File: config.mk
export PLATFORM = sky130hd
export DESIGN_NAME = wav_header_parser
export DESIGN_NICKNAME = d
export VERILOG_FILES = /design/src/sv/whp_pkg.sv /design/src/sv/whp_step.sv /design/src/sv/wav_header_parser.sv
export VERILOG_INCLUDE_DIRS = /design/src /design/src/sv
export SDC_FILE = /design/constraint.sdc
export NUM_CORES = 1
export LEC_CHECK = 0
export ABC_AREA = 0
export BUFFER_PORTS_ARGS = -buffer_cell sky130_fd_sc_hd__buf_2
export CORE_UTILIZATION = 54
export DETAILED_ROUTE_END_ITERATION = 10
export GPL_TIMING_DRIVEN = 0
export HOLD_SLACK_MARGIN = 0.05
export PLACE_DENSITY = 0.72
export SYNTH_ARGS = -nofsm -noshare
export SYNTH_HDL_FRONTEND = slang
export SYNTH_SLANG_ARGS = --single-unit
File: constraint.sdc
create_clock -name clk_i -period 25.2 [get_ports clk_i]
set_input_delay 1.26 -clock clk_i [delete_from_list [all_inputs] [get_ports clk_i]]
set_output_delay 1.26 -clock clk_i [all_outputs]
set_load 0.05 [all_outputs]
File: src/sv/wav_header_parser_assert.svh
`ifndef WAV_HEADER_PARSER_ASSERT_SVH
`define WAV_HEADER_PARSER_ASSERT_SVH

// Checks sampled on clk_i; the first form is held off while rst_ni is low.
`ifndef ASSERT_OFF
`define WHP_ASSERT(name, prop, msg) \
  name: assert property (@(posedge clk_i) disable iff (!rst_ni) (prop)) else $error(msg);
`define WHP_ASSERT_RST(name, prop, msg) \
  name: assert property (@(posedge clk_i) (prop)) else $error(msg);
`else
`define WHP_ASSERT(name, prop, msg)
`define WHP_ASSERT_RST(name, prop, msg)
`endif

`endif

File: src/sv/whp_pkg.sv
`default_nettype none

package whp_pkg;

  localparam int unsigned HEADER_WINDOW = 512;

  localparam logic [31:0] TAG_RIFF = 32'h5249_4646;
  localparam logic [31:0] TAG_WAVE = 32'h5741_5645;
  localparam logic [31:0] TAG_FMT  = 32'h666D_7420;
  localparam logic [31:0] TAG_DATA = 32'h6461_7461;
  localparam logic [31:0] POS_MAX  = 32'hFFFF_FFFF;
  localparam logic [31:0] POS_FIRST_CHUNK = 32'd12;

  typedef enum logic [2:0] {
    WHP_OK        = 3'd0,
    WHP_BAD_MAGIC = 3'd1,
    WHP_NO_FMT    = 3'd2,
    WHP_NOT_PCM   = 3'd3,
    WHP_NOT_8BIT  = 3'd4,
    WHP_NO_DATA   = 3'd5
  } whp_status_e;

  typedef struct packed {
    logic [7:0] data_byte;
    logic       last_byte;
  } whp_in_t;

  typedef struct packed {
    logic [2:0]  status;
    logic [15:0] channel_count;
    logic [31:0] sample_rate;
    logic [31:0] data_offset;
    logic [31:0] data_length;
  } whp_out_t;

  // Byte idx of a four-character tag, first character in the top byte.
  function automatic logic [7:0] tag_byte(input logic [31:0] tag, input logic [1:0] idx);
    logic [4:0] sh;
    sh = {~idx, 3'b000};
    return tag[sh +: 8];
  endfunction

endpackage

`default_nettype wire

File: src/sv/whp_step.sv
`default_nettype none

module whp_step import whp_pkg::*; (
  input  wire logic     clk_i,
  input  wire logic     rst_ni,
  input  wire logic     step_i,
  input  wire whp_in_t  item_i,
  output logic          res_valid_o,
  output whp_out_t      res_o
);

  logic [31:0] pos_q, pos_d;
  logic [31:0] ncs_q, ncs_d;
  logic [31:0] tag_q, tag_d;
  logic [31:0] size_q, size_d;
  logic        fmt_found_q, fmt_found_d;
  logic [31:0] fmt_body_q, fmt_body_d;
  logic [15:0] ftag_q, ftag_d;
  logic [15:0] chan_q, chan_d;
  logic [31:0] rate_q, rate_d;
  logic [15:0] bits_q, bits_d;
  logic        decided_q, decided_d;

  logic [7:0]  b;
  logic        magic_bad;
  logic        live;
  logic [32:0] d_diff;
  logic [32:0] rel_diff;
  logic        in_hdr;
  logic [2:0]  rel;
  logic        hdr_done;
  logic        data_hit;
  logic        fmt_hit;
  logic [33:0] nxt;
  logic [31:0] pos_inc;
  whp_status_e fmt_st;
  whp_status_e st;

  assign b       = item_i.data_byte;
  assign pos_inc = pos_q + 32'd1;

  always_comb begin
    magic_bad = 1'b0;
    if (!decided_q) begin
      if (pos_q < 32'd4 && b != tag_byte(TAG_RIFF, pos_q[1:0])) begin
        magic_bad = 1'b1;
      end else if (pos_q >= 32'd8 && pos_q < 32'd12 &&
                   b != tag_byte(TAG_WAVE, pos_q[1:0])) begin
        magic_bad = 1'b1;
      end
    end
  end

  assign live     = !decided_q && !magic_bad;
  assign d_diff   = {1'b0, pos_q} - {1'b0, fmt_body_q};
  assign rel_diff = {1'b0, pos_q} - {1'b0, ncs_q};
  assign in_hdr   = live && (ncs_q != '0) && !rel_diff[32] && (rel_diff[31:3] == '0);
  assign rel      = rel_diff[2:0];
  assign hdr_done = in_hdr && (rel == 3'd7);
  assign data_hit = hdr_done && (tag_q == TAG_DATA);
  assign fmt_hit  = hdr_done && (tag_q == TAG_FMT) && (pos_q < 32'(HEADER_WINDOW));

  always_comb begin
    ftag_d      = ftag_q;
    chan_d      = chan_q;
    rate_d      = rate_q;
    bits_d      = bits_q;
    fmt_found_d = fmt_found_q;
    fmt_body_d  = fmt_body_q;
    tag_d       = tag_q;
    size_d      = size_q;
    nxt         = '0;

    // fmt body bytes land wherever they sit, even inside later chunks
    if (live && fmt_found_q && !d_diff[32] && d_diff[31:4] == '0) begin
      case (d_diff[3:0])
        4'd0:   ftag_d[7:0]   = b;
        4'd1:   ftag_d[15:8]  = b;
        4'd2:   chan_d[7:0]   = b;
        4'd3:   chan_d[15:8]  = b;
        4'd4:   rate_d[7:0]   = b;
        4'd5:   rate_d[15:8]  = b;
        4'd6:   rate_d[23:16] = b;
        4'd7:   rate_d[31:24] = b;
        4'd14:  bits_d[7:0]   = b;
        4'd15:  bits_d[15:8]  = b;
        default: ;
      endcase
    end

    if (in_hdr) begin
      if (!rel[2]) begin
        tag_d = {tag_q[23:0], b};
      end else begin
        size_d = {b, size_q[31:8]};
      end
    end

    if (fmt_hit) begin
      fmt_found_d = 1'b1;
      fmt_body_d  = pos_inc;
      ftag_d      = '0;
      chan_d      = '0;
      rate_d      = '0;
      bits_d      = '0;
    end

    // next header after body plus pad byte; past 32 bits the chain is lost
    nxt = {2'b00, pos_q} + {2'b00, size_d} + (size_d[0] ? 34'd2 : 34'd1);
  end

  always_comb begin
    if (!fmt_found_d) begin
      fmt_st = WHP_NO_FMT;
    end else if (ftag_d != 16'd1) begin
      fmt_st = WHP_NOT_PCM;
    end else if (bits_d != 16'd8) begin
      fmt_st = WHP_NOT_8BIT;
    end else begin
      fmt_st = WHP_OK;
    end
  end

  always_comb begin
    res_valid_o = !decided_q && (magic_bad || data_hit || item_i.last_byte);
    if (magic_bad) begin
      st = WHP_BAD_MAGIC;
    end else if (data_hit) begin
      st = (fmt_st == WHP_OK && pos_q == POS_MAX) ? WHP_NO_DATA : fmt_st;
    end else if (pos_q < 32'd11) begin
      st = WHP_BAD_MAGIC;
    end else begin
      st = (fmt_st == WHP_OK) ? WHP_NO_DATA : fmt_st;
    end

    res_o        = '0;
    res_o.status = st;
    if (st == WHP_OK) begin
      res_o.channel_count = chan_d;
      res_o.sample_rate   = rate_d;
      res_o.data_offset   = pos_inc;
      res_o.data_length   = size_d;
    end
  end

  always_comb begin
    decided_d = decided_q || res_valid_o;
    ncs_d     = ncs_q;
    pos_d     = pos_q;
    if (hdr_done && !data_hit) begin
      ncs_d = (nxt[33:32] != 2'b00) ? '0 : nxt[31:0];
    end
    // saturate the position and drop out of the chain
    if (pos_q == POS_MAX) begin
      ncs_d = '0;
    end else begin
      pos_d = pos_inc;
    end
  end

  always_ff @(posedge clk_i or negedge rst_ni) begin
    if (!rst_ni) begin
      pos_q       <= '0;
      ncs_q       <= POS_FIRST_CHUNK;
      tag_q       <= '0;
      size_q      <= '0;
      fmt_found_q <= 1'b0;
      fmt_body_q  <= '0;
      ftag_q      <= '0;
      chan_q      <= '0;
      rate_q      <= '0;
      bits_q      <= '0;
      decided_q   <= 1'b0;
    end else if (step_i) begin
      if (item_i.last_byte) begin
        // rearm for the next file
        pos_q       <= '0;
        ncs_q       <= POS_FIRST_CHUNK;
        tag_q       <= '0;
        size_q      <= '0;
        fmt_found_q <= 1'b0;
        fmt_body_q  <= '0;
        ftag_q      <= '0;
        chan_q      <= '0;
        rate_q      <= '0;
        bits_q      <= '0;
        decided_q   <= 1'b0;
      end else begin
        pos_q       <= pos_d;
        ncs_q       <= ncs_d;
        tag_q       <= tag_d;
        size_q      <= size_d;
        fmt_found_q <= fmt_found_d;
        fmt_body_q  <= fmt_body_d;
        ftag_q      <= ftag_d;
        chan_q      <= chan_d;
        rate_q      <= rate_d;
        bits_q      <= bits_d;
        decided_q   <= decided_d;
      end
    end
  end

endmodule

`default_nettype wire

File: src/sv/wav_header_parser.sv
// Flow: a transferred byte waits in the input register and is parsed when the result
//   register is free or draining; its result, if any, is captured in the result register.
// Throughput: one byte per cycle while the receiver does not stall, set by the
//   single-pass parse between the input register and the result register.
// Reset: asynchronous, active low; clears the parse state and both valid flags.
`default_nettype none

`include "wav_header_parser_assert.svh"

module wav_header_parser import whp_pkg::*; (
  input  wire logic    clk_i,
  input  wire logic    rst_ni,
  input  wire logic    in_valid_i,
  output logic         in_stall_o,
  input  wire whp_in_t in_data_i,
  output logic         out_valid_o,
  input  wire logic    out_stall_i,
  output whp_out_t     out_data_o
);

  logic     in_vld_q;
  whp_in_t  in_item_q;
  logic     out_vld_q;
  whp_out_t out_data_q;
  logic     go;
  logic     res_valid;
  whp_out_t res;

  // parse when the result register is free or draining this cycle
  assign go         = in_vld_q && (!out_vld_q || !out_stall_i);
  assign in_stall_o = in_vld_q && !go;

  whp_step u_step (
    .clk_i       (clk_i),
    .rst_ni      (rst_ni),
    .step_i      (go),
    .item_i      (in_item_q),
    .res_valid_o (res_valid),
    .res_o       (res)
  );

  always_ff @(posedge clk_i or negedge rst_ni) begin
    if (!rst_ni) begin
      in_vld_q <= 1'b0;
    end else if (!in_stall_o) begin
      in_vld_q <= in_valid_i;
    end
  end

  always_ff @(posedge clk_i) begin
    if (in_valid_i && !in_stall_o) begin
      in_item_q <= in_data_i;
    end
  end

  always_ff @(posedge clk_i or negedge rst_ni) begin
    if (!rst_ni) begin
      out_vld_q <= 1'b0;
    end else if (go && res_valid) begin
      out_vld_q <= 1'b1;
    end else if (!out_stall_i) begin
      out_vld_q <= 1'b0;
    end
  end

  always_ff @(posedge clk_i) begin
    if (go && res_valid) begin
      out_data_q <= res;
    end
  end

  assign out_valid_o = out_vld_q;
  assign out_data_o  = out_data_q;

  `WHP_ASSERT_RST(a_reset_idle, !rst_ni |-> !out_valid_o, "result valid during reset")
  `WHP_ASSERT(a_held_item, in_vld_q && in_stall_o |=> in_vld_q, "held byte lost")
  `WHP_ASSERT(a_status_range, out_valid_o |-> out_data_o.status <= WHP_NO_DATA, "bad status")
  `WHP_ASSERT(a_err_zero, out_valid_o && out_data_o.status != WHP_OK |-> out_data_o.data_offset == '0 && out_data_o.data_length == '0 && out_data_o.sample_rate == '0 && out_data_o.channel_count == '0, "error result carries fields")
  `WHP_ASSERT(a_ok_offset, out_valid_o && out_data_o.status == WHP_OK |-> out_data_o.data_offset >= 32'd20, "data offset inside header")

endmodule

`default_nettype wire

==> results of run 1 <==
kinds of logic (layout without fill, tap and decap cells):
group | Yosys count | after routing | share of synthesized area
xor+xnor | 116 | 116 | 0.0425
buf+inv | 298 | 509 | 0.0523
mux | 77 | 77 | 0.0322
flops | 368 | 368 | 0.411
simple gates | 990 | 990 | 0.217
fa+ha+maj | 107 | 107 | 0.0572
compound gates | 714 | 714 | 0.188
power groups by stage:
stage	Clock (mW)	Sequential, mW	Combinational, mW
after global placement	0	0.752	0.575
after detailed placement	0	0.731	0.599
after CTS	0.603	0.720	0.601
after global routing	0.626	0.725	0.642
after floorplan	0	0.896	0.264
final	0.596	0.721	0.610
cell type report:
class                           instances  area (µm²)
Timing Repair Buffer                  135         798
Clock buffer                           53        1110
Sequential cell                       368        9830
Multi-Input combinational cell       2004       12900
Buffer                                140         658
Clock inverter                         23         234
Fill cell                            3765       16500
Tap cell                              585         732
Inverter                              158         593
worst max-delay path, delay by kind of cell (launching register included):
kind / cells / cell delay [ns]
AOI/OAI and AO/OA: 7 / 2.44
xor gates and xnor gates: 3 / 0.69
adders and majority gates: 3 / 1.04
buffers and inverters: 3 / 0.81
DFF: 1 / 0.80
muxes: 1 / 0.69
and+or+nand+nor: 10 / 3.66
cells in the mapped netlist, drive strengths merged (60+ instances only):
cell type	instances	area [µm²]
a21oi	149	768
clkbuf	96	360
dfrtp	242	6060
edfxtp	124	3720
ha	103	1290
inv	158	593
mux2i	77	771
nand2	326	1230
nand3	61	305
nor2	166	623
nor3	169	1150
nor4	60	415
o21ai	280	1400
xnor2	72	631
placed cells by master (no fill, tap or decap), drive strengths merged, types with 7 or more instances in the layout:
cell type,count
a2111oi,8
a21oi,149
buf,179
o21bai,11
edfxtp,124
a211oi,26
or2,10
nand2,326
dfrtp,242
nor3b,7
clkinv,15
o31ai,16
o21ai,280
nand4b,8
nor2b,12
nor3,169
and2,11
nor2,166
nand4,45
nand3,61
o22ai,33
xor2,44
a31oi,11
mux2i,77
ha,103
nand2b,22
nor4,60
and3,29
o21a,25
o31a,8
a21o,44
o2111ai,12
clkbuf,149
or3,18
inv,160
or4,19
xnor2,72
o211ai,18
how the worst min path moves through the flow:
stage | start | to | slack (ns) | depth (start not counted)
5_1_grt | u_step.size_q[7] | u_step.size_q[7] | 0.50 | 2
4_1_cts | u_step.ftag_q[3] | u_step.ftag_q[3] | 0.47 | 2
6_report | u_step.bits_q[2] | u_step.bits_q[2] | 0.48 | 2
3_5_place_dp | u_step.ftag_q[3] | u_step.ftag_q[3] | 0.46 | 2
3_3_place_gp | u_step.ftag_q[3] | u_step.ftag_q[3] | 0.45 | 2
2_1_floorplan | u_step.ftag_q[3] | u_step.ftag_q[3] | 0.44 | 2
stage by stage:
step | worst slack (ns) | hold WS (ns) | power (mW) | cells
floorplan | 15.49 | 0.441 | 1.16 | 2670
global placement | 11.78 | 0.453 | 1.33 | 3384
detailed placement | 15.29 | 0.461 | 1.33 | 3390
CTS | 15.21 | 0.474 | 1.92 | 3466
global route | 14.36 | 0.495 | 1.99 | 3466
finish | 14.91 | 0.476 | 1.93 | 3466
sequential cells by signal (all words and copies together) (netlist names):
name / count
in_item_q: 9
in_vld_q: 1
out_data_o: 115
out_valid_o: 1
u_step.bits_q: 16
u_step.chan_q: 16
u_step.decided_q: 1
u_step.fmt_body_q: 32
u_step.fmt_found_q: 1
u_step.ftag_q: 16
u_step.ncs_q: 32
u_step.pos_q: 32
u_step.rate_q: 32
u_step.size_q: 32
u_step.tag_q: 32
per-layer routing:
layer	vias to the layer above	share of wire	track usage
li1	10100	-	-
met1	10600	0.40	0.442
met2	1027	0.45	0.526
met3	219	0.098	0.0968
met4	4	0.050	0.162
met5	-	0.00035	0
==> flow_metrics.py, run 1 <==
metrics = {
    "run_status": {
        "status": "complete, no violations",
    },
    "clock_network": {
        "cts_tree": "built",
        "post_cts_resized": 0,
        "root_buffer": "clkbuf_16",
        "cts_inserted_buffers": 41,
        "cts_setup_buffers": 0,
        "clock_path_buffers": 3,
        "cts.htree.levels": 2,
        "hold_buffers": 0,
        "clkTransAtPathRegs_ns": 0.06,
        "clk_latency_ns": 0.59,
        "cts_sinks": 368,
    },
    "power": {
        "pwr-share-comb": 0.317,
        "seq_power_share": 0.374,
        "leakage_nw": 11.5,
        "p_clk_frac": 0.309,
        "irDropWorstVdd_uv": 80.6,
        "netSwitchingFraction": 0.384,
        "netSwitchingPower_mw": 0.739,
        "internal-power_mw": 1.19,
        "p_per_area_nw_per_um2": 71.8,
    },
    "yosys": {
        "netlist_area_um2": 23900,
        "yosysSeqAreaShare": 0.411,
        "syn_inst": 2670,
        "ys_ff_latch": 368,
        "synth_cell_types": 95,
        "yosys_warnings": 0,
        "synth-main-ff-cell": "dfrtp_1",
        "synthArstFlopShare": 0.663,
        "avgSynthCellArea_um2": 8.96,
        "synthesis.nets": 2790,
        "synth-edff-count": 124,
    },
    "critical_path": {
        "critPathArrivalTime_ns": 10.73,
        "critPathRequiredTime_ns": 25.64,
        "critPathMaxFanout": 10,
        "crit_path_end_kind": "flip-flop",
        "slowest_stage": "dfrtp_1",
        "timing.critical_path.to": "u_step.ncs_q[29]",
        "ff2ff_setup_slack_ns": 14.91,
        "slowest_delay_ns": 0.80,
        "start_kind": "flip-flop",
        "rr_worst_depth": 27,
        "worstReg2RegStart": "u_step.pos_q[1]",
        "critPathLaunch": "u_step.pos_q[1]",
        "r2r_end": "u_step.ncs_q[29]",
        "path_class": "reg -> reg",
    },
    "final_layout": {
        "diodes": 0,
        "layout-drive-gt1-share": 0.122,
        "postLayoutCoreUtil": 0.618,
        "design_area_um2": 26800,
        "area_growth_pct": 12.1,
        "final_net_count": 2968,
    },
    "routing": {
        "drt-initial-drc-count": 2705,
        "ant_nets": 0,
        "drc": 0,
        "avgRoutedWirePerCell_um": 22.4,
        "vias": 21900,
        "via_per_inst": 6.33,
        "postRouteWirelength_um": 77600,
        "detail_route.first_pass.iterations": 6,
    },
    "sta": {
        "finalCritPeriodShare": 0.409,
        "skew_ns": 0.0233,
        "tightestPinTransition_ns": 1.14,
        "hold_viol_final": 0,
        "fmax_mhz": 97.1,
        "final-setup-viol-count": 0,
        "maxSlewViolCount": 0,
        "finalSetupTns_ns": 0,
        "grt_setup_unrepaired": "no",
        "layout_min_cycle_time_ns": 10.29,
        "slew_headroom": 0.229,
    },
    "placed_design": {
        "gp_congestion": 0.956,
        "portBuffers": 129,
        "placedInstanceArea_um2": 25500,
        "hpwl_um": 59300,
    },
    "global_routing": {
        "grt_use_total": 0.342,
        "grt_antenna_before_repair": 4,
        "first_global_vias": 20900,
        "overflow": 0,
        "grt_pass1_wl_um": 118000,
        "grt_max_degree": 111,
    },
    "floorplan": {
        "rows": 76,
        "coreArea_um2": 43400,
        "die_width_um": 213,
        "die_y_um": 213,
        "io_pins": 130,
        "start_util": 0.552,
        "dieArea_um2": 45200,
    },
    "worst_hold_path": {
        "hold_path_class": "reg -> reg",
    },
    "job": {
        "max_cap_violations": 0,
    },
}
(Power assumes the default switching activity.)
==> run 2: changes to the inputs <==
--- a/config.mk
+++ b/config.mk
@@ -12,7 +12,7 @@
 export DETAILED_ROUTE_END_ITERATION = 10
 export GPL_TIMING_DRIVEN = 0
 export HOLD_SLACK_MARGIN = 0.05
-export PLACE_DENSITY = 0.72
+export PLACE_DENSITY = 0.75
 export SYNTH_ARGS = -nofsm -noshare
 export SYNTH_HDL_FRONTEND = slang
 export SYNTH_SLANG_ARGS = --single-unit
==> constraint.sdc (replaced) <==
create_clock -name clk_i -period 9 [get_ports clk_i]
set_input_delay 0.45 -clock clk_i [delete_from_list [all_inputs] [get_ports clk_i]]
set_output_delay 0.45 -clock clk_i [all_outputs]
set_load 0.05 [all_outputs]
==> run 2 against run 1 <==
Net effect:
- register-to-register slack worse by 15 ns
- fmax grew 18%
- final area increased by 1.5%
- critical endpoint is now u_step.ncs_q[14]
- highest routed layer unchanged
==> flow_metrics.py, run 2 (synthesis gave the netlist of run 1 again) <==
metrics = {
    "critical_path": {
        "start_kind": "flip-flop",
        "path_delay_family": "simple AND/OR/NAND/NOR gates",
        "critPathRequiredTime_ns": 9.46,
        "cp_num_buf_inv": 7,
        "critPathLaunch": "u_step.pos_q[0]",
        "slowest_stage": "or4_1",
        "slowest_delay_ns": 0.63,
        "worstReg2RegStart": "u_step.pos_q[0]",
        "critPathMaxFanout": 10,
        "crit_path_end_kind": "flip-flop",
        "path_class": "reg -> reg",
        "critPathArrivalTime_ns": 9.18,
    },
    "sta": {
        "finalCritPeriodShare": 0.969,
        "final-setup-viol-count": 0,
        "layout_min_cycle_time_ns": 8.72,
        "skew_ns": 0.0414,
        "tightestPinTransition_ns": 1.21,
        "fin_ws_ns": 0.281,
        "hold_viol_final": 0,
        "fmax_mhz": 115,
        "slew_headroom": 0.190,
        "maxSlewViolCount": 0,
    },
    "final_layout": {
        "largest_reg_flops": 115,
        "final_net_count": 2993,
        "fin_cells": 3490,
        "area_growth_pct": 13.7,
        "postLayoutCoreUtil": 0.627,
        "mostFrequentLayoutCell": "nand2_1",
        "diodes": 0,
        "layout_common_cells": "nand2_1, o21ai_0, dfrtp_1",
        "top_register": "out_data_o",
        "layout-drive-gt1-share": 0.139,
        "fill_cells": 3708,
        "design_area_um2": 27200,
    },
    "power": {
        "p_per_area_nw_per_um2": 203,
        "leakage_nw": 11.6,
        "irDropWorstVdd_uv": 211,
    },
    "worst_hold_path": {
        "hold_path_class": "in -> reg",
        "hp-start": "in_data_i[6]",
    },
    "routing": {
        "ant_nets": 0,
        "postRouteWirelength_um": 79800,
        "detail_route.first_pass.iterations": 6,
        "vias": 22300,
        "drt-initial-drc-count": 2464,
        "drc": 0,
        "via_per_inst": 6.39,
        "avgRoutedWirePerCell_um": 22.9,
    },
    "clock_network": {
        "root_buffer": "clkbuf_16",
        "cts_inserted_buffers": 41,
        "clk_latency_ns": 0.58,
        "clkTransAtPathRegs_ns": 0.06,
        "cts.htree.levels": 2,
        "cts_sinks": 368,
        "clock_path_buffers": 3,
        "cts_tree": "built",
    },
    "global_routing": {
        "grt_use_total": 0.349,
        "overflow": 0,
        "grt_antenna_before_repair": 2,
        "grt_pass1_wl_um": 120000,
        "grt_max_degree": 96,
        "first_global_vias": 21200,
    },
    "placed_design": {
        "portBuffers": 129,
        "gp_congestion": 0.949,
        "placedInstanceArea_um2": 25500,
        "pre_cts_ws_ns": -1.10,
        "placedCellCount": 3390,
        "hpwl_um": 59300,
    },
    "floorplan": {
        "start_util": 0.552,
        "dieArea_um2": 45200,
        "rows": 76,
        "coreArea_um2": 43400,
        "io_pins": 130,
        "die_y_um": 213,
        "die_width_um": 213,
    },
    "job": {
        "max_cap_violations": 0,
    },
    "run_status": {
        "status": "complete, no violations",
    },
}
## run 2: final timing paths
kind	end	slack (ns)	depth (start not counted)
worst max register to register	u_step.ncs_q[14]	0.28	31
worst min register to register	u_step.ftag_q[3]	0.48	2
worst min-delay path	in_item_q[6]	0.06	1
max in group asynchronous	u_step.tag_q[19]	7.22	4
min in group asynchronous	u_step.fmt_body_q[13]	0.39	2
worst max-delay path	u_step.ncs_q[14]	0.28	31
## run 2: timing repair
action / in CTS / in global routing
endpoints found under the hold margin: 68 / 0
buffers inserted: 3 / 15
hold buffers: 9 / 0
endpoints found under the setup margin: 32 / 32
gates resized for setup: 13 / 32
pin swaps: 1 / 3
## run 2: layout make-up
cell class,instances,area (µm²),share of cell area
Buffer,138,652,0.0240
Multi-Input combinational cell,2004,13000,0.477
Timing Repair Buffer,162,1020,0.0376
Inverter,158,601,0.0221
Clock buffer,53,1110,0.0409
Tap cell,585,732,0.0269
Sequential cell,368,9850,0.362
Clock inverter,22,245,0.00901
## run 2: worst reg2reg max path: cells and delay by family, from the launching register on
family	cells	cell delay (ns)
DFF	1	0.53
muxes	2	0.49
and+or+nand+nor	10	3.29
buffers and inverters	7	1.30
AOI/OAI and AO/OA	9	2.10
adders and majority gates	3	0.92
## run 2: layer usage
layer | track usage | wire [µm]
met5 | 0 | 10
met4 | 0.125 | 3030
met3 | 0.0789 | 7070
met2 | 0.554 | 36600
met1 | 0.466 | 33100
## run 2: power by group
part	total [mW]	internal (mW)	switching, mW
clock network	1.71	0.995	0.714
logic	1.79	0.488	1.31
registers	2.02	1.93	0.0881
## run 2: stage by stage
| step | setup TNS, ns | hold slack, ns | total power, mW |
|---|---|---|---|
| 4_1_cts | 0 | 0.0524 | 5.44 |
| 3_3_place_gp | -184.37 | 0.456 | 3.70 |
| 3_5_place_dp | -32.05 | 0.416 | 3.73 |
| 2_1_floorplan | 0 | 0.154 | 3.23 |
| 6_report | 0 | 0.0560 | 5.52 |
| 5_1_grt | -0.0304 | 0.0502 | 5.69 |
